### src/rtl/ehp_pkg.sv
// Shared types and constants for the Ethernet/VLAN/IPv4/L4 header parser.
// No dependencies; imported by ehp_capture, ehp_verdict and the top level.
`default_nettype none

package ehp_pkg;

  typedef enum logic [1:0] {
    PH_ETH,
    PH_TAG,
    PH_IP,
    PH_STOP
  } phase_t;

  localparam logic [2:0] ST_OK        = 3'd0;
  localparam logic [2:0] ST_TRUNC     = 3'd1;
  localparam logic [2:0] ST_NOT_IPV4  = 3'd2;
  localparam logic [2:0] ST_BAD_IPHDR = 3'd3;
  localparam logic [2:0] ST_BAD_TOTAL = 3'd4;
  localparam logic [2:0] ST_BAD_L4    = 3'd5;
  localparam logic [2:0] ST_OTHER     = 3'd6;

  localparam logic [15:0] TPID_8021Q  = 16'h8100;
  localparam logic [15:0] TPID_8021AD = 16'h88A8;
  localparam logic [15:0] ETYPE_IPV4  = 16'h0800;
  localparam logic [3:0]  IPV4_VER    = 4'd4;

  localparam logic [7:0] PROTO_TCP = 8'd6;
  localparam logic [7:0] PROTO_UDP = 8'd17;

  // byte positions relative to the start of the current header
  localparam logic [15:0] ETH_TYPE_POS = 16'd12;
  localparam logic [15:0] TAG_TYPE_POS = 16'd2;
  localparam logic [15:0] IP_VER_POS   = 16'd0;
  localparam logic [15:0] IP_TLEN_HI   = 16'd2;
  localparam logic [15:0] IP_TLEN_LO   = 16'd3;
  localparam logic [15:0] IP_PROTO_POS = 16'd9;
  localparam logic [15:0] IP_SRC_POS   = 16'd12;
  localparam logic [15:0] IP_DST_POS   = 16'd16;
  localparam logic [15:0] IP_END_POS   = 16'd20;
  localparam logic [15:0] L4_PORT_END  = 16'd4;
  localparam logic [15:0] UDP_LEN_HI   = 16'd4;
  localparam logic [15:0] UDP_LEN_LO   = 16'd5;
  localparam logic [15:0] TCP_DOFF_POS = 16'd12;

  localparam logic [15:0] IP_MIN_HDR  = 16'd20;
  localparam logic [15:0] TCP_MIN_HDR = 16'd20;
  localparam logic [15:0] UDP_HDR     = 16'd8;

  // frame state at the last byte, handed to the verdict stage
  typedef struct packed {
    phase_t      phase;
    logic [15:0] avail;
    logic [15:0] ip_start;
    logic [5:0]  hdr_len;
    logic [15:0] total_len;
    logic [7:0]  proto;
    logic        ver_ok;
    logic [31:0] src_addr;
    logic [31:0] dst_addr;
    logic [31:0] ports;
    logic [15:0] l4_len;
  } snap_t;

endpackage

`default_nettype wire

### src/rtl/ehp_capture.sv
// Per-byte header field capture: byte counters, EtherType/tag walk, IPv4
// and L4 field registers, and the end-of-frame snapshot register. Uses ehp_pkg.
`default_nettype none

module ehp_capture #(
  parameter int MAX_FRAME = 65535
) (
  input  wire logic          clk,
  input  wire logic          rst_n,
  input  wire logic          take,
  input  wire logic [7:0]    data_byte,
  input  wire logic          end_of_frame,
  input  wire logic          snap_pop,
  output logic               snap_valid,
  output ehp_pkg::snap_t     snap
);
  import ehp_pkg::*;

  localparam logic [15:0] MaxIdx = 16'(MAX_FRAME);

  phase_t      phase_r, phase_nxt;
  logic [15:0] idx_r, idx_nxt;
  logic [15:0] rel_r, rel_nxt;
  logic [15:0] ip_start_r, ip_start_nxt;
  logic [7:0]  kind_hi_r, kind_hi_nxt;
  logic [5:0]  hdr_r, hdr_nxt;
  logic [15:0] total_r, total_nxt;
  logic [7:0]  proto_r, proto_nxt;
  logic        ver_ok_r, ver_ok_nxt;
  logic [31:0] src_r, src_nxt;
  logic [31:0] dst_r, dst_nxt;
  logic [31:0] ports_r, ports_nxt;
  logic [15:0] l4_r, l4_nxt;
  logic        snap_valid_r, snap_valid_nxt;
  snap_t       snap_r, snap_nxt;

  logic [15:0] kind_full;
  logic [15:0] type_pos;
  logic [15:0] l4_pos;
  logic        in_l4;

  always_comb begin
    kind_full = {kind_hi_r, data_byte};
    type_pos  = (phase_r == PH_ETH) ? ETH_TYPE_POS : TAG_TYPE_POS;
    l4_pos    = rel_r - {10'd0, hdr_r};
    in_l4     = ({10'd0, hdr_r} >= IP_MIN_HDR) && (rel_r >= {10'd0, hdr_r});

    phase_nxt    = phase_r;
    idx_nxt      = idx_r;
    rel_nxt      = rel_r;
    ip_start_nxt = ip_start_r;
    kind_hi_nxt  = kind_hi_r;
    hdr_nxt      = hdr_r;
    total_nxt    = total_r;
    proto_nxt    = proto_r;
    ver_ok_nxt   = ver_ok_r;
    src_nxt      = src_r;
    dst_nxt      = dst_r;
    ports_nxt    = ports_r;
    l4_nxt       = l4_r;
    snap_valid_nxt = snap_valid_r && !snap_pop;
    snap_nxt     = snap_r;

    if (take && (idx_r < MaxIdx)) begin
      idx_nxt = idx_r + 16'd1;
      rel_nxt = rel_r + 16'd1;
      case (phase_r)
        PH_ETH, PH_TAG: begin
          if (rel_r == type_pos) begin
            kind_hi_nxt = data_byte;
          end else if (rel_r == type_pos + 16'd1) begin
            ip_start_nxt = idx_r + 16'd1;
            rel_nxt      = '0;
            if (kind_full inside {TPID_8021Q, TPID_8021AD}) begin
              phase_nxt = PH_TAG;
            end else if (kind_full == ETYPE_IPV4) begin
              phase_nxt = PH_IP;
            end else begin
              phase_nxt = PH_STOP;
            end
          end
        end
        PH_IP: begin
          if (rel_r == IP_VER_POS) begin
            ver_ok_nxt = (data_byte[7:4] == IPV4_VER);
            hdr_nxt    = {data_byte[3:0], 2'b00};
          end else if (rel_r == IP_TLEN_HI) begin
            total_nxt = {data_byte, total_r[7:0]};
          end else if (rel_r == IP_TLEN_LO) begin
            total_nxt = {total_r[15:8], data_byte};
          end else if (rel_r == IP_PROTO_POS) begin
            proto_nxt = data_byte;
          end else if (rel_r >= IP_SRC_POS && rel_r < IP_DST_POS) begin
            src_nxt = {src_r[23:0], data_byte};
          end else if (rel_r >= IP_DST_POS && rel_r < IP_END_POS) begin
            dst_nxt = {dst_r[23:0], data_byte};
          end
          if (in_l4) begin
            if (l4_pos < L4_PORT_END) begin
              ports_nxt = {ports_r[23:0], data_byte};
            end else if (proto_r == PROTO_UDP && l4_pos == UDP_LEN_HI) begin
              l4_nxt = {data_byte, l4_r[7:0]};
            end else if (proto_r == PROTO_UDP && l4_pos == UDP_LEN_LO) begin
              l4_nxt = {l4_r[15:8], data_byte};
            end else if (proto_r == PROTO_TCP && l4_pos == TCP_DOFF_POS) begin
              l4_nxt = {12'd0, data_byte[7:4]};
            end
          end
        end
        default: begin
        end
      endcase
    end

    if (take && end_of_frame) begin
      snap_valid_nxt     = 1'b1;
      snap_nxt.phase     = phase_nxt;
      snap_nxt.avail     = rel_nxt;
      snap_nxt.ip_start  = ip_start_nxt;
      snap_nxt.hdr_len   = hdr_nxt;
      snap_nxt.total_len = total_nxt;
      snap_nxt.proto     = proto_nxt;
      snap_nxt.ver_ok    = ver_ok_nxt;
      snap_nxt.src_addr  = src_nxt;
      snap_nxt.dst_addr  = dst_nxt;
      snap_nxt.ports     = ports_nxt;
      snap_nxt.l4_len    = l4_nxt;
      phase_nxt    = PH_ETH;
      idx_nxt      = '0;
      rel_nxt      = '0;
      ip_start_nxt = '0;
      kind_hi_nxt  = '0;
      hdr_nxt      = '0;
      total_nxt    = '0;
      proto_nxt    = '0;
      ver_ok_nxt   = 1'b0;
      src_nxt      = '0;
      dst_nxt      = '0;
      ports_nxt    = '0;
      l4_nxt       = '0;
    end
  end

  always_ff @(posedge clk) begin
    if (!rst_n) begin
      phase_r      <= PH_ETH;
      idx_r        <= '0;
      rel_r        <= '0;
      ip_start_r   <= '0;
      kind_hi_r    <= '0;
      hdr_r        <= '0;
      total_r      <= '0;
      proto_r      <= '0;
      ver_ok_r     <= 1'b0;
      src_r        <= '0;
      dst_r        <= '0;
      ports_r      <= '0;
      l4_r         <= '0;
      snap_valid_r <= 1'b0;
    end else begin
      phase_r      <= phase_nxt;
      idx_r        <= idx_nxt;
      rel_r        <= rel_nxt;
      ip_start_r   <= ip_start_nxt;
      kind_hi_r    <= kind_hi_nxt;
      hdr_r        <= hdr_nxt;
      total_r      <= total_nxt;
      proto_r      <= proto_nxt;
      ver_ok_r     <= ver_ok_nxt;
      src_r        <= src_nxt;
      dst_r        <= dst_nxt;
      ports_r      <= ports_nxt;
      l4_r         <= l4_nxt;
      snap_valid_r <= snap_valid_nxt;
    end
  end

  always_ff @(posedge clk) begin
    snap_r <= snap_nxt;
  end

  assign snap_valid = snap_valid_r;
  assign snap       = snap_r;

endmodule

`default_nettype wire

### src/rtl/ehp_verdict.sv
// Frame verdict: length and header checks on the end-of-frame snapshot,
// payload offset/length, and the result register. Uses ehp_pkg.
`default_nettype none

module ehp_verdict (
  input  wire logic           clk,
  input  wire logic           rst_n,
  input  wire logic           snap_valid,
  input  wire ehp_pkg::snap_t snap,
  output logic                snap_pop,
  output logic                out_valid,
  input  wire logic           out_stall,
  output logic [2:0]          out_status,
  output logic                out_is_tcp,
  output logic [31:0]         out_src_addr,
  output logic [31:0]         out_dst_addr,
  output logic [15:0]         out_src_port,
  output logic [15:0]         out_dst_port,
  output logic [15:0]         out_payload_offset,
  output logic [15:0]         out_payload_length
);
  import ehp_pkg::*;

  logic        valid_r, valid_nxt;
  logic [2:0]  status_r;
  logic        is_tcp_r;
  logic [31:0] src_r, dst_r;
  logic [15:0] sport_r, dport_r, off_r, len_r;

  logic [2:0]  st;
  logic        tcp;
  logic [15:0] off, len;
  logic [15:0] hdr16, tlen, doff, ulen, l4_base;
  logic        adv;

  always_comb begin
    hdr16   = {10'd0, snap.hdr_len};
    tlen    = snap.total_len - hdr16;
    doff    = {10'd0, snap.l4_len[3:0], 2'b00};
    ulen    = (snap.l4_len > tlen) ? tlen : snap.l4_len;
    l4_base = snap.ip_start + hdr16;
    st  = ST_OK;
    tcp = 1'b0;
    off = '0;
    len = '0;
    case (snap.phase)
      PH_ETH, PH_TAG: st = ST_TRUNC;
      PH_STOP:        st = ST_NOT_IPV4;
      PH_IP: begin
        if (snap.avail < IP_MIN_HDR || !snap.ver_ok || hdr16 < IP_MIN_HDR ||
            snap.avail < hdr16) begin
          st = ST_BAD_IPHDR;
        end else if (snap.total_len < hdr16 || snap.avail < snap.total_len) begin
          st = ST_BAD_TOTAL;
        end else if (snap.proto == PROTO_TCP) begin
          if (tlen < TCP_MIN_HDR || doff < TCP_MIN_HDR || tlen < doff) begin
            st = ST_BAD_L4;
          end else begin
            tcp = 1'b1;
            off = l4_base + doff;
            len = tlen - doff;
          end
        end else if (snap.proto == PROTO_UDP) begin
          if (tlen < UDP_HDR || snap.l4_len < UDP_HDR) begin
            st = ST_BAD_L4;
          end else begin
            off = l4_base + UDP_HDR;
            len = ulen - UDP_HDR;
          end
        end else begin
          st = ST_OTHER;
        end
      end
      default: st = ST_TRUNC;
    endcase
  end

  assign adv       = snap_valid && (!valid_r || !out_stall);
  assign snap_pop  = adv;
  assign valid_nxt = adv || (valid_r && out_stall);

  always_ff @(posedge clk) begin
    if (!rst_n) begin
      valid_r <= 1'b0;
    end else begin
      valid_r <= valid_nxt;
    end
  end

  always_ff @(posedge clk) begin
    if (adv) begin
      status_r <= st;
      is_tcp_r <= tcp;
      if (st == ST_OK) begin
        src_r   <= snap.src_addr;
        dst_r   <= snap.dst_addr;
        sport_r <= snap.ports[31:16];
        dport_r <= snap.ports[15:0];
        off_r   <= off;
        len_r   <= len;
      end else begin
        src_r   <= '0;
        dst_r   <= '0;
        sport_r <= '0;
        dport_r <= '0;
        off_r   <= '0;
        len_r   <= '0;
      end
    end
  end

  assign out_valid          = valid_r;
  assign out_status         = status_r;
  assign out_is_tcp         = is_tcp_r;
  assign out_src_addr       = src_r;
  assign out_dst_addr       = dst_r;
  assign out_src_port       = sport_r;
  assign out_dst_port       = dport_r;
  assign out_payload_offset = off_r;
  assign out_payload_length = len_r;

endmodule

`default_nettype wire

### src/rtl/eth_vlan_ipv4_l4_header_parser.sv
// Ethernet/VLAN/IPv4/TCP-UDP header parser, top level. Uses ehp_pkg,
// ehp_capture and ehp_verdict.
// Throughput: one byte per cycle; input stalls only while a held snapshot meets a stalled result.
// Result path: the snapshot loads at the edge that accepts the last byte, and the result
// register loads from it once the result register is empty or not stalled; out_valid follows that register.
// Reset (rst_n, synchronous): clears parser state and both valid flags.
`default_nettype none

module eth_vlan_ipv4_l4_header_parser #(
  parameter int MAX_FRAME = 65535
) (
  input  wire logic        clk,
  input  wire logic        rst_n,
  input  wire logic        in_valid,
  output logic             in_stall,
  input  wire logic [7:0]  in_data_byte,
  input  wire logic        in_end_of_frame,
  output logic             out_valid,
  input  wire logic        out_stall,
  output logic [2:0]       out_status,
  output logic             out_is_tcp,
  output logic [31:0]      out_src_addr,
  output logic [31:0]      out_dst_addr,
  output logic [15:0]      out_src_port,
  output logic [15:0]      out_dst_port,
  output logic [15:0]      out_payload_offset,
  output logic [15:0]      out_payload_length
);
  import ehp_pkg::*;

  snap_t snap;
  logic  snap_valid;
  logic  snap_pop;
  logic  take;

  assign in_stall = snap_valid && !snap_pop;
  assign take     = in_valid && !in_stall;

  ehp_capture #(
    .MAX_FRAME(MAX_FRAME)
  ) u_capture (
    .clk          (clk),
    .rst_n        (rst_n),
    .take         (take),
    .data_byte    (in_data_byte),
    .end_of_frame (in_end_of_frame),
    .snap_pop     (snap_pop),
    .snap_valid   (snap_valid),
    .snap         (snap)
  );

  ehp_verdict u_verdict (
    .clk                (clk),
    .rst_n              (rst_n),
    .snap_valid         (snap_valid),
    .snap               (snap),
    .snap_pop           (snap_pop),
    .out_valid          (out_valid),
    .out_stall          (out_stall),
    .out_status         (out_status),
    .out_is_tcp         (out_is_tcp),
    .out_src_addr       (out_src_addr),
    .out_dst_addr       (out_dst_addr),
    .out_src_port       (out_src_port),
    .out_dst_port       (out_dst_port),
    .out_payload_offset (out_payload_offset),
    .out_payload_length (out_payload_length)
  );

endmodule

`default_nettype wire
### config.mk
export PLATFORM = sky130hd
export DESIGN_NAME = eth_vlan_ipv4_l4_header_parser
export DESIGN_NICKNAME = d
export VERILOG_FILES = /design/src/rtl/ehp_pkg.sv /design/src/rtl/ehp_capture.sv /design/src/rtl/ehp_verdict.sv /design/src/rtl/eth_vlan_ipv4_l4_header_parser.sv
export SDC_FILE = /design/constraint.sdc
export NUM_CORES = 1
export LEC_CHECK = 0
export BUFFER_PORTS_ARGS = -buffer_cell sky130_fd_sc_hd__buf_2
export CAP_MARGIN = 20
export CORE_MARGIN = 2
export CORE_UTILIZATION = 30
export DETAILED_ROUTE_END_ITERATION = 12
export SYNTH_ARGS = -nofsm -noshare
export SYNTH_HDL_FRONTEND = slang
export SYNTH_HIERARCHICAL = 1
export SYNTH_SLANG_ARGS = --single-unit
### constraint.sdc
create_clock -name clk -period 17.1 [get_ports clk]
set_input_delay 3.42 -clock clk [delete_from_list [all_inputs] [get_ports clk]]
set_output_delay 3.42 -clock clk [all_outputs]
set_load 0.02 [all_outputs]
Word-level counts from Yosys, hierarchy flattened
Cells that the tools add are included.
{"block": "classes", "n_addsub": 10, "magnitude_cmp": 19, "n_eq_ne": 21, "n_mux": 76, "bitwise_logic": 4, "reduce_logical": 37}
{"operator": "2-to-1 mux 32 bit", "count": 19}
{"operator": "2-to-1 mux 16 bit", "count": 28}
{"operator": "< comparator 16 x 5 -> 1 bit, second input constant", "count": 4}
{"operator": "2-to-1 mux 8 bit", "count": 7}
{"operator": "adder 16 x 1 -> 16 bit, second input constant", "count": 3}
{"operator": "< comparator 16 x 6 -> 1 bit", "count": 3}
{"operator": "subtractor 16 x 6 -> 16 bit", "count": 3}
{"operator": "adder 16 x 6 -> 16 bit", "count": 2}
{"operator": "== test 16 bit", "count": 2}
{"operator": "== test 16 bit, second input constant", "count": 2}
{"operator": "== test 16 x 2 -> 1 bit, second input constant", "count": 2}
{"operator": "== test 16 x 3 -> 1 bit, second input constant", "count": 2}
{"operator": "== test 16 x 4 -> 1 bit, second input constant", "count": 2}
{"operator": "< comparator 16 x 4 -> 1 bit, second input constant", "count": 2}
{"operator": "2-to-1 mux 3 bit", "count": 6}
{"operator": "2-to-1 mux 6 bit", "count": 3}
{"operator": "adder 16 x 4 -> 16 bit, second input constant", "count": 1}
{"operator": "== test 16 x 12 -> 1 bit, second input constant", "count": 1}
{"operator": "== test 8 x 3 -> 1 bit, second input constant", "count": 2}
{"operator": "== test 8 x 5 -> 1 bit, second input constant", "count": 2}
{"operator": "greater-or-equal comparator 16 x 4 -> 1 bit, second input constant", "count": 1}
{"operator": "greater-or-equal comparator 16 x 5 -> 1 bit, second input constant", "count": 1}
{"operator": "greater-or-equal comparator 16 x 6 -> 1 bit", "count": 1}
{"operator": "> comparator 16 bit", "count": 1}
{"operator": "other kinds (24)", "count": 67}
{"block": "totals", "reg_bits": 512, "in_bits": 13, "output_inout_bits": 134, "word_cells": 201}

Depth between registers and ports, before layout
Gate-level depths: netlist (run 1).
{"block": "logic_depth", "word_depth": 12, "ltp_mapped": 27, "ltp_nobuf": 25}

Hierarchy
Netlist (run 1), hierarchy kept.
{"mod": "ehp_capture", "n_inst": 1, "cells_each": 1210, "area_per_inst_um2": 14970.6, "seq_area_each_um2": 9359.0}
{"mod": "ehp_verdict", "n_inst": 1, "cells_each": 797, "area_per_inst_um2": 8545.7, "seq_area_each_um2": 3983.8}
{"mod": "eth_vlan_ipv4_l4_header_parser", "n_inst": 1, "cells_each": 2, "area_per_inst_um2": 22.5, "seq_area_each_um2": 0.0}

Worst setup path after synthesis (run 1)
OpenSTA, ideal clock, no wires.
{"block": "synth_timing", "path_type": "input -> register", "from": "input out_stall", "to": "register u_capture.snap_r, in the netlist u_capture/snap[0] (enable)", "t_arrival_ns": 17.613, "slack_ns": -1.042, "cell_stages": 5, "cell_sequence": "a21boi_0 -> nor2b_4 -> nor2b_2 -> nand2_1 -> inv_1"}
{"block": "synth_between", "elab_chain_cells": 8}
{"element": "start, declared", "line": "eth_vlan_ipv4_l4_header_parser.sv:19", "text": "input wire logic out_stall,"}
{"element": "zero test 1 bit", "line": "ehp_verdict.sv:78", "text": "assign adv = snap_valid && (!valid_r || !out_stall);"}
{"element": "logical OR 1 bit", "line": "ehp_verdict.sv:78"}
{"element": "logical AND 1 bit", "line": "ehp_verdict.sv:78"}
{"element": "zero test 1 bit", "line": "eth_vlan_ipv4_l4_header_parser.sv:36", "text": "assign in_stall = snap_valid && !snap_pop;"}
{"element": "logical AND 1 bit", "line": "eth_vlan_ipv4_l4_header_parser.sv:36"}
{"element": "net in_stall", "line": "eth_vlan_ipv4_l4_header_parser.sv:15", "text": "output logic in_stall,"}
{"element": "zero test 1 bit", "line": "eth_vlan_ipv4_l4_header_parser.sv:37", "text": "assign take = in_valid && !in_stall;"}
{"element": "logical AND 1 bit", "line": "eth_vlan_ipv4_l4_header_parser.sv:37"}
{"element": "net take", "line": "eth_vlan_ipv4_l4_header_parser.sv:34", "text": "logic take;"}
{"element": "logical AND 1 bit", "line": "ehp_capture.sv:115", "text": "if (take && end_of_frame) begin"}
{"element": "end signal, assigned", "line": "ehp_capture.sv:179", "text": "snap_r <= snap_nxt;"}
{"element": "end, declared", "line": "ehp_capture.sv:35", "text": "snap_t snap_r, snap_nxt;"}
The timed path passes the listed nets, and every way through them passes these cells.
A chain may end at the register's enable or synchronous reset.

Worst setup path after layout (run 1)
{"block": "layout_timing", "from": "input out_stall", "to": "output in_stall"}
{"block": "layout_between", "elab_chain_cells": 5}
{"element": "zero test 1 bit", "line": "ehp_verdict.sv:78"}
{"element": "logical OR 1 bit", "line": "ehp_verdict.sv:78"}
{"element": "logical AND 1 bit", "line": "ehp_verdict.sv:78"}
{"element": "net snap_pop", "line": "eth_vlan_ipv4_l4_header_parser.sv:33", "text": "logic snap_pop;"}
{"element": "zero test 1 bit", "line": "eth_vlan_ipv4_l4_header_parser.sv:36"}
{"element": "logical AND 1 bit", "line": "eth_vlan_ipv4_l4_header_parser.sv:36"}
{"element": "end, declared", "line": "eth_vlan_ipv4_l4_header_parser.sv:15"}
The timed path passes the listed nets, and every way through them passes these cells.

==> summary.md, run 1 <==
| Metric | Value |
|---|---|
| Outcome | completed |
| Final count of pins violating max slew | 0 |
| Initial core utilization | 30.34% |
| Antenna viol nets, final | 0 |
| Clock slew at reported path FFs | 60 ps |
| Post-route DRC | 0 |
| Final setup vio count | 0 |
| Core Rows | 102 |
| Actual slew at the worst max-slew pin | 1028 ps |
| Most frequent cells in the layout | edfxtp_1 (309), and2_1 (238), dfxtp_1 (203), buf_2 (146), nand2_1 (145) |
| Switching Share | 23.44% |
| Post-synth top area cell | edfxtp_1 |
| Die area | 80720 µm² |
| Hold_buf cts | 0 |
| Worst Min Path Start | u_capture/kind_hi_r[3]$_SDFFE_PP0P_ |
| Synth Area per Inst | 11.72 µm² |
| Vias in the first global route | 15810 |
| Congestion Overflow GR | 0 |
| Commonest non-fill, non-tap cell in the layout | edfxtp_1 |
| Endpoint of the worst register-to-register path | u_verdict/out_payload_length[13]$_SDFFCE_PP0P_ |
| Initial antenna violation count | 1 |
| Vias | 15620 |
| Pleak | 10.07 nW |
| Async S/R FF share, synth | 0% |
| First-pass GRT wire length | 89.11 mm |
| Internal power | 0.002105 W |
| Mapped Cells | 2009 |
| Overall routing resource usage | 13.79% |
| CP endpoint kind | output port |
| Largest net degree at the start of global routing | 97 |
| R2R Path Start | u_capture/snap[142]$_DFFE_PP_ |
| Fill cell count | 7704 |
| Io pins | 147 |
| Power, Total | 0.002750 W |
| Synth top area cells | edfxtp_1 (39%), dfxtp_1 (17%), and2_1 (6.4%) |
| Final Cycle Share | 42.91% |
| Critical path type | in -> out |
| Most numerous cell on the critical path | buf_2 |
| Setup bufs post-CTS | 0 |
| PortBufs | 146 |
| Delay of the slowest cell on the worst path | 160 ps |
| Post-CTS sizing | 0 |
| Crit path cell chain | buf_2, a21boi_4, nor2b_4, buf_2 |
| WP data required | 13680 ps |
| Arr. time, crit path | 3920 ps |
| Seq pwr share | 49.3% |
| Clock Latency Late Sink | 620 ps |
| CTS Root Cell | clkbuf_16 |
| Top delay family on crit path | buffers and inverters |
| CP Depth | 4 |
| Reg2reg path depth | 24 |
| Share of cells above drive strength 1 | 18.99% |
| TNS Setup | 0 ps |
| Buf/Inv on CP | 2 |
| Relative slew slack | 31.46% |
| HP Class | reg -> reg |
| CTS sink cnt | 512 |
| RSZ-0062 raised after global routing | no |
| Area Overhead vs Synth | 15.57% |
| Area of the core | 77590 µm² |
| Flops & latches, synth | 512 |
| Final wirelength | 57.10 mm |
| Num CTS Buffers | 54 |
| H-tree depth | 2 |
| CP startpoint kind | input pin |
| Comb power frac | 6.6% |
| Die width | 284.1 µm |
| Post-synthesis sequential area ratio | 56.68% |
| Period minus WS final | 7337 ps |
| TritonCTS clock tree | yes |
| Total of max-cap violations | 0 |
| PwrDens | 101.1 nW/µm² |
| WHS Path Cells | 2 |
| Most used flip-flop cell after synthesis | edfxtp_1 |
| Sequential Area | 13340 µm² |
| DR vias/cell | 4.843 |
| Share of the synthesized area in the top cell type | 39.42% |
| Maximum fanout along the worst path | 2 |
| CP max stage cell | a21boi_4 |
| Synth cell types | 93 |
| Final #Nets | 2224 |
| Multi-input gate area | 9593 µm² |
| Synth warn | 6 |
| Mapped Nets | 2094 |
| R2r setup slk | 10540 ps |
| Drt initial violations | 1028 |
| DP Wirelength | 40.06 mm |
| Final GP Congestion | 0.8511 |
| Worst Hold Path EP | u_capture/kind_hi_r[3]$_SDFFE_PP0P_ |
| Clock power frac | 44.0% |
| Clock skew | 38.34 ps |
| Maximum VDD drop | 83.21 µV |
| Cell Area, Synth | 23540 µm² |
| WL/cell | 17.70 µm |
| Final hold vios | 0 |
| Clk buf depth | 3 |
| Net switching power figure | 0.0006445 W |
| Number of synthesized flops with an enable pin | 309 |
| Die height | 284.1 µm |
| Max Clk Rate | 0.1363 GHz |
| Pre-antenna DRT Iters | 5 |
[power by group through the flow]
| stage | logic [W] | clock network [W] | registers (W) |
|---|---|---|---|
| global route | 0.000201 | 0.00129 | 0.00136 |
| global placement | 0.000179 | 0 | 0.00138 |
| finish | 0.000183 | 0.00121 | 0.00136 |
| detailed placement | 0.000183 | 0 | 0.00138 |
| CTS | 0.000184 | 0.00125 | 0.00136 |
| floorplan | 0.000109 | 0 | 0.00140 |
[tightest hold or removal path, cell delays in order, from the launching register on]
cell	delay, ps
dfxtp_1	310
nand2_1	50
a21oi_1	50
[per-stage QoR]
step / setup slack, ps / util [%] / instances / hold WS [ps] / area [µm²]
2_1_floorplan: 2791 / - / 2009 / 431.6 / 23540
3_3_place_gp: 9765 / 32.65 / 3122 / 438.1 / 25340
3_5_place_dp: 9757 / 32.66 / 3123 / 447.6 / 25340
4_1_cts: 9754 / 35.06 / 3225 / 457.1 / 27200
5_1_grt: 9729 / 35.06 / 3225 / 482.1 / 27200
6_report: 9763 / 35.06 / 3226 / 463.1 / 27200
[cells in the mapped netlist (43+ instances only)]
cell and number:
a21oi_1 86, and2_1 239, clkbuf_1 66, dfxtp_1 203
edfxtp_1 309, ha_1 67, inv_1 59, mux2_2 117
nand2_1 145, nor2_1 87, o21ai_0 62, xnor2_1 49
xor2_1 43
[cell type report]
type	count	area share, %
clock inverters	31	1.513
inverters	59	0.8325
well taps	1040	4.783
repair buffers	166	3.238
diodes	1	0.009198
multi-input cells	1346	35.26
clock buffers	71	5.317
flip-flops and latches	512	49.05
[state kept, by name, summed over array words and instances (netlist names), 32 cells and up]
name,count
u_capture/dst_r,32
u_capture/ports_r,32
u_capture/snap,177
u_capture/src_r,32
u_verdict/out_dst_addr,32
u_verdict/out_src_addr,32
[routing by layer]
layer / vias to the layer above / global-route usage, % / share of wire [%]
met1: 7620 / 17.27 / 43
met5: - / 0 / 0
met4: 0 / 4.882 / 3.0
met2: 364 / 24.14 / 50
met3: 82 / 2.022 / 4.3
li1: 7558 / - / -
[worst max-delay path by stage]
stage	from	end	slack [ps]
floorplan	out_stall	u_capture/snap[0]$_DFFE_PP_	2790
global placement	out_stall	in_stall	9770
detailed placement	out_stall	in_stall	9760
CTS	out_stall	in_stall	9750
global route	out_stall	in_stall	9730
finish	out_stall	in_stall	9760
[cell families after synthesis]
| kind of cell | count (synthesis) | share of synthesized area (%) |
|---|---|---|
| AOI/OAI and AO/OA | 319 | 9.318 |
| xor gates and xnor gates | 93 | 3.492 |
| adders and majority gates | 73 | 4.034 |
| buffers and inverters | 151 | 2.679 |
| DFF | 512 | 56.68 |
| muxes | 150 | 7.006 |
| and+or+nand+nor | 711 | 16.79 |
Note: power is estimated with default switching activity, not from simulation.
==> run 2, diff against run 1 <==
Clock period 17.1 ns to 6.8 ns, I/O delays scaled along.
==> summary.md, run 2 (synthesis results as in run 1) <==
| Metric | Value |
|---|---|
| Outcome | completed |
| Clock Latency Late Sink | 630 ps (about the same) |
| Maximum fanout along the worst path | 8 (+6) |
| Commonest non-fill, non-tap cell in the layout | edfxtp_1 |
| CTS Root Cell | clkbuf_16 |
| Place WS | 802.0 ps (-8955 ps) |
| Setup bufs post-CTS | 0 (unchanged) |
| PwrDens | 254.2 nW/µm² (+150%) |
| Arr. time, crit path | 6350 ps (+2430 ps) |
| Final GP Congestion | 0.8995 (+5.7%) |
| Maximum VDD drop | 196.0 µV (+140%) |
| Final hold vios | 0 (unchanged) |
| Share of cells above drive strength 1 | 19.00% (about the same) |
| Num CTS Buffers | 55 (+1.9%) |
| Area after DPL | 25400 µm² (+0.20%) |
| Fill cell count | 7651 (-0.69%) |
| Seq pwr share | 49.1% (-0.2 points) |
| Antenna viol nets, final | 0 (unchanged) |
| Power, Total | 0.006937 W (+150%) |
| Initial core utilization | 30.34% (unchanged) |
| Ant. Diodes | 0 (-1) |
| PortBufs | 146 (unchanged) |
| Period minus WS final | 5995 ps |
| Die area | 80720 µm² (unchanged) |
| HP Class | reg -> reg |
| Post-CTS sizing | 0 (unchanged) |
| Post-route DRC | 0 (unchanged) |
| Delay of the slowest cell on the worst path | 430 ps (+270 ps) |
| Clock skew | 46.69 ps (+8.351 ps) |
| Final count of pins violating max slew | 0 (unchanged) |
| Post-route setup slack | 805.4 ps (-8957 ps) |
| Core Rows | 102 (unchanged) |
| CP startpoint kind | register |
| Congestion Overflow GR | 0 (unchanged) |
| Switching Share | 23.42% (about the same) |
| Crit path cell chain | ha_1, fa_1, nor2b_1, o21ai_1, a31o_2, and2_1, ha_1, and3_1, nand3_1, or2_2, o21a_1, maj3_2, a32oi_2, and2_1, nor2_1, a21oi_1, ha_1, nand2_1, or3_1, or3_1, nor3_1, xor2_1, a21oi_1, a31oi_1 |
| DP Wirelength | 40.48 mm (+1.1%) |
| Final #Nets | 2227 (+0.13%) |
| Vias in the first global route | 15970 (+1.0%) |
| WP data required | 7150 ps (-6530 ps) |
| Total of max-cap violations | 0 (unchanged) |
| Design area | 27280 µm² (+0.29%) |
| Relative slew slack | 31.45% (about the same) |
| CP max stage cell | edfxtp_1 |
| Pre-antenna DRT Iters | 5 (unchanged) |
| Final wirelength | 57.34 mm (+0.43%) |
| Die height | 284.1 µm (unchanged) |
| Drt initial violations | 792 (-23%) |
| Io pins | 147 (unchanged) |
| Critical path type | reg -> reg |
| Net switching power figure | 0.001625 W (+150%) |
| Overall routing resource usage | 13.86% (+0.071 points) |
| TritonCTS clock tree | yes |
| H-tree depth | 2 (unchanged) |
| First-pass GRT wire length | 89.64 mm (+0.59%) |
| Comb power frac | 6.8% (+0.2 points) |
| WL/cell | 17.76 µm (+0.33%) |
| Clk buf depth | 3 (unchanged) |
| Internal power | 0.005312 W (+150%) |
| Largest net degree at the start of global routing | 97 (unchanged) |
| Area Overhead vs Synth | 15.91% |
| CTS sink cnt | 512 (unchanged) |
| Pleak | 10.11 nW (+0.43%) |
| Final Cycle Share | 88.16% |
| Most numerous cell on the critical path | ha_1 |
| Vias | 15660 (+0.24%) |
| Actual slew at the worst max-slew pin | 1017 ps (-10.67 ps) |
| Final setup vio count | 0 (unchanged) |
| TNS Setup | 0 ps (unchanged) |
| RSZ-0062 raised after global routing | no |
| Largest register FFs | 177 (unchanged) |
| Area of the core | 77590 µm² (unchanged) |
| Max Clk Rate | 0.1668 GHz |
| DR vias/cell | 4.850 (+0.15%) |
| Clock power frac | 44.1% (about the same) |
| Die width | 284.1 µm (unchanged) |
| CP endpoint kind | register |
| Initial antenna violation count | 2 (+1) |
| Hold_buf cts | 0 (unchanged) |
| Clock slew at reported path FFs | 60 ps (about the same) |
| Most frequent cells in the layout | edfxtp_1 (309), and2_1 (238), dfxtp_1 (203), buf_2 (146), nand2_1 (145) |
-- run 2: changes by cell type in the layout (fill, tap and decap cells not counted), moves of 2 or more --
cell        delta
clkinvlp_4     -3
bufinv_16      -2
clkbuf_8       +6
clkinv_4       -3
buf_12         +3
clkbuf_1       +2
inv_6          -2
-- run 2: path summary, 6_finish.rpt --
| path | startpoint | cells past startpoint | slack, ps | endpoint |
|---|---|---|---|---|
| max | u_capture/snap[137]$_DFFE_PP_ | 24 | 810 | u_verdict/out_payload_length[13]$_SDFFCE_PP0P_ |
| max reg2reg | u_capture/snap[137]$_DFFE_PP_ | 24 | 810 | u_verdict/out_payload_length[13]$_SDFFCE_PP0P_ |
| min reg2reg | u_capture/kind_hi_r[5]$_SDFFE_PP0P_ | 2 | 450 | u_capture/kind_hi_r[5]$_SDFFE_PP0P_ |
| min | u_capture/kind_hi_r[5]$_SDFFE_PP0P_ | 2 | 450 | u_capture/kind_hi_r[5]$_SDFFE_PP0P_ |
-- run 2: power by group through the flow --
stage / Combinational, W / Sequential (W) / Clock (W)
after floorplan: 0.000274 / 0.00351 / 0
after global placement: 0.000464 / 0.00348 / 0
after detailed placement: 0.000472 / 0.00348 / 0
after CTS: 0.000473 / 0.00341 / 0.00315
after global routing: 0.000513 / 0.00342 / 0.00327
final: 0.000469 / 0.00341 / 0.00306
-- run 2: worst max-delay path, delay by kind of cell (launching register included) --
kind | cells | cell delay, ps
compound gates | 7 | 1390
xor+xnor | 1 | 90
fa+ha+maj | 5 | 1580
flops | 1 | 430
simple gates | 11 | 2230
-- run 2: area by class of cell --
class | instances | area [µm²] | share of cell area [%]
clock buffers | 80 | 1562 | 5.723
clock inverters | 24 | 326.6 | 1.197
inverters | 59 | 225.2 | 0.8255
multi-input cells | 1346 | 9593 | 35.16
flip-flops and latches | 512 | 13340 | 48.90
well taps | 1040 | 1301 | 4.769
repair buffers | 168 | 933.4 | 3.421
-- run 2: per-layer routing --
metal,routed length (µm),track usage (%),vias up,share of wire (%)
li1,-,-,7563,-
met5,10,0,-,0.017
met2,28730,24.57,279,50
met4,1905,5.092,2,3.3
met3,1969,1.910,98,3.4
met1,24720,17.11,7720,43
-- run 2: metrics by stage --
stage	instances	utilization [%]	hold slack, ps
6_report	3229	35.16	454.2
5_1_grt	3229	35.16	479.1
4_1_cts	3229	35.16	459.0
3_5_place_dp	3125	32.73	451.0
3_3_place_gp	3125	32.73	438.2
2_1_floorplan	2009	-	431.6
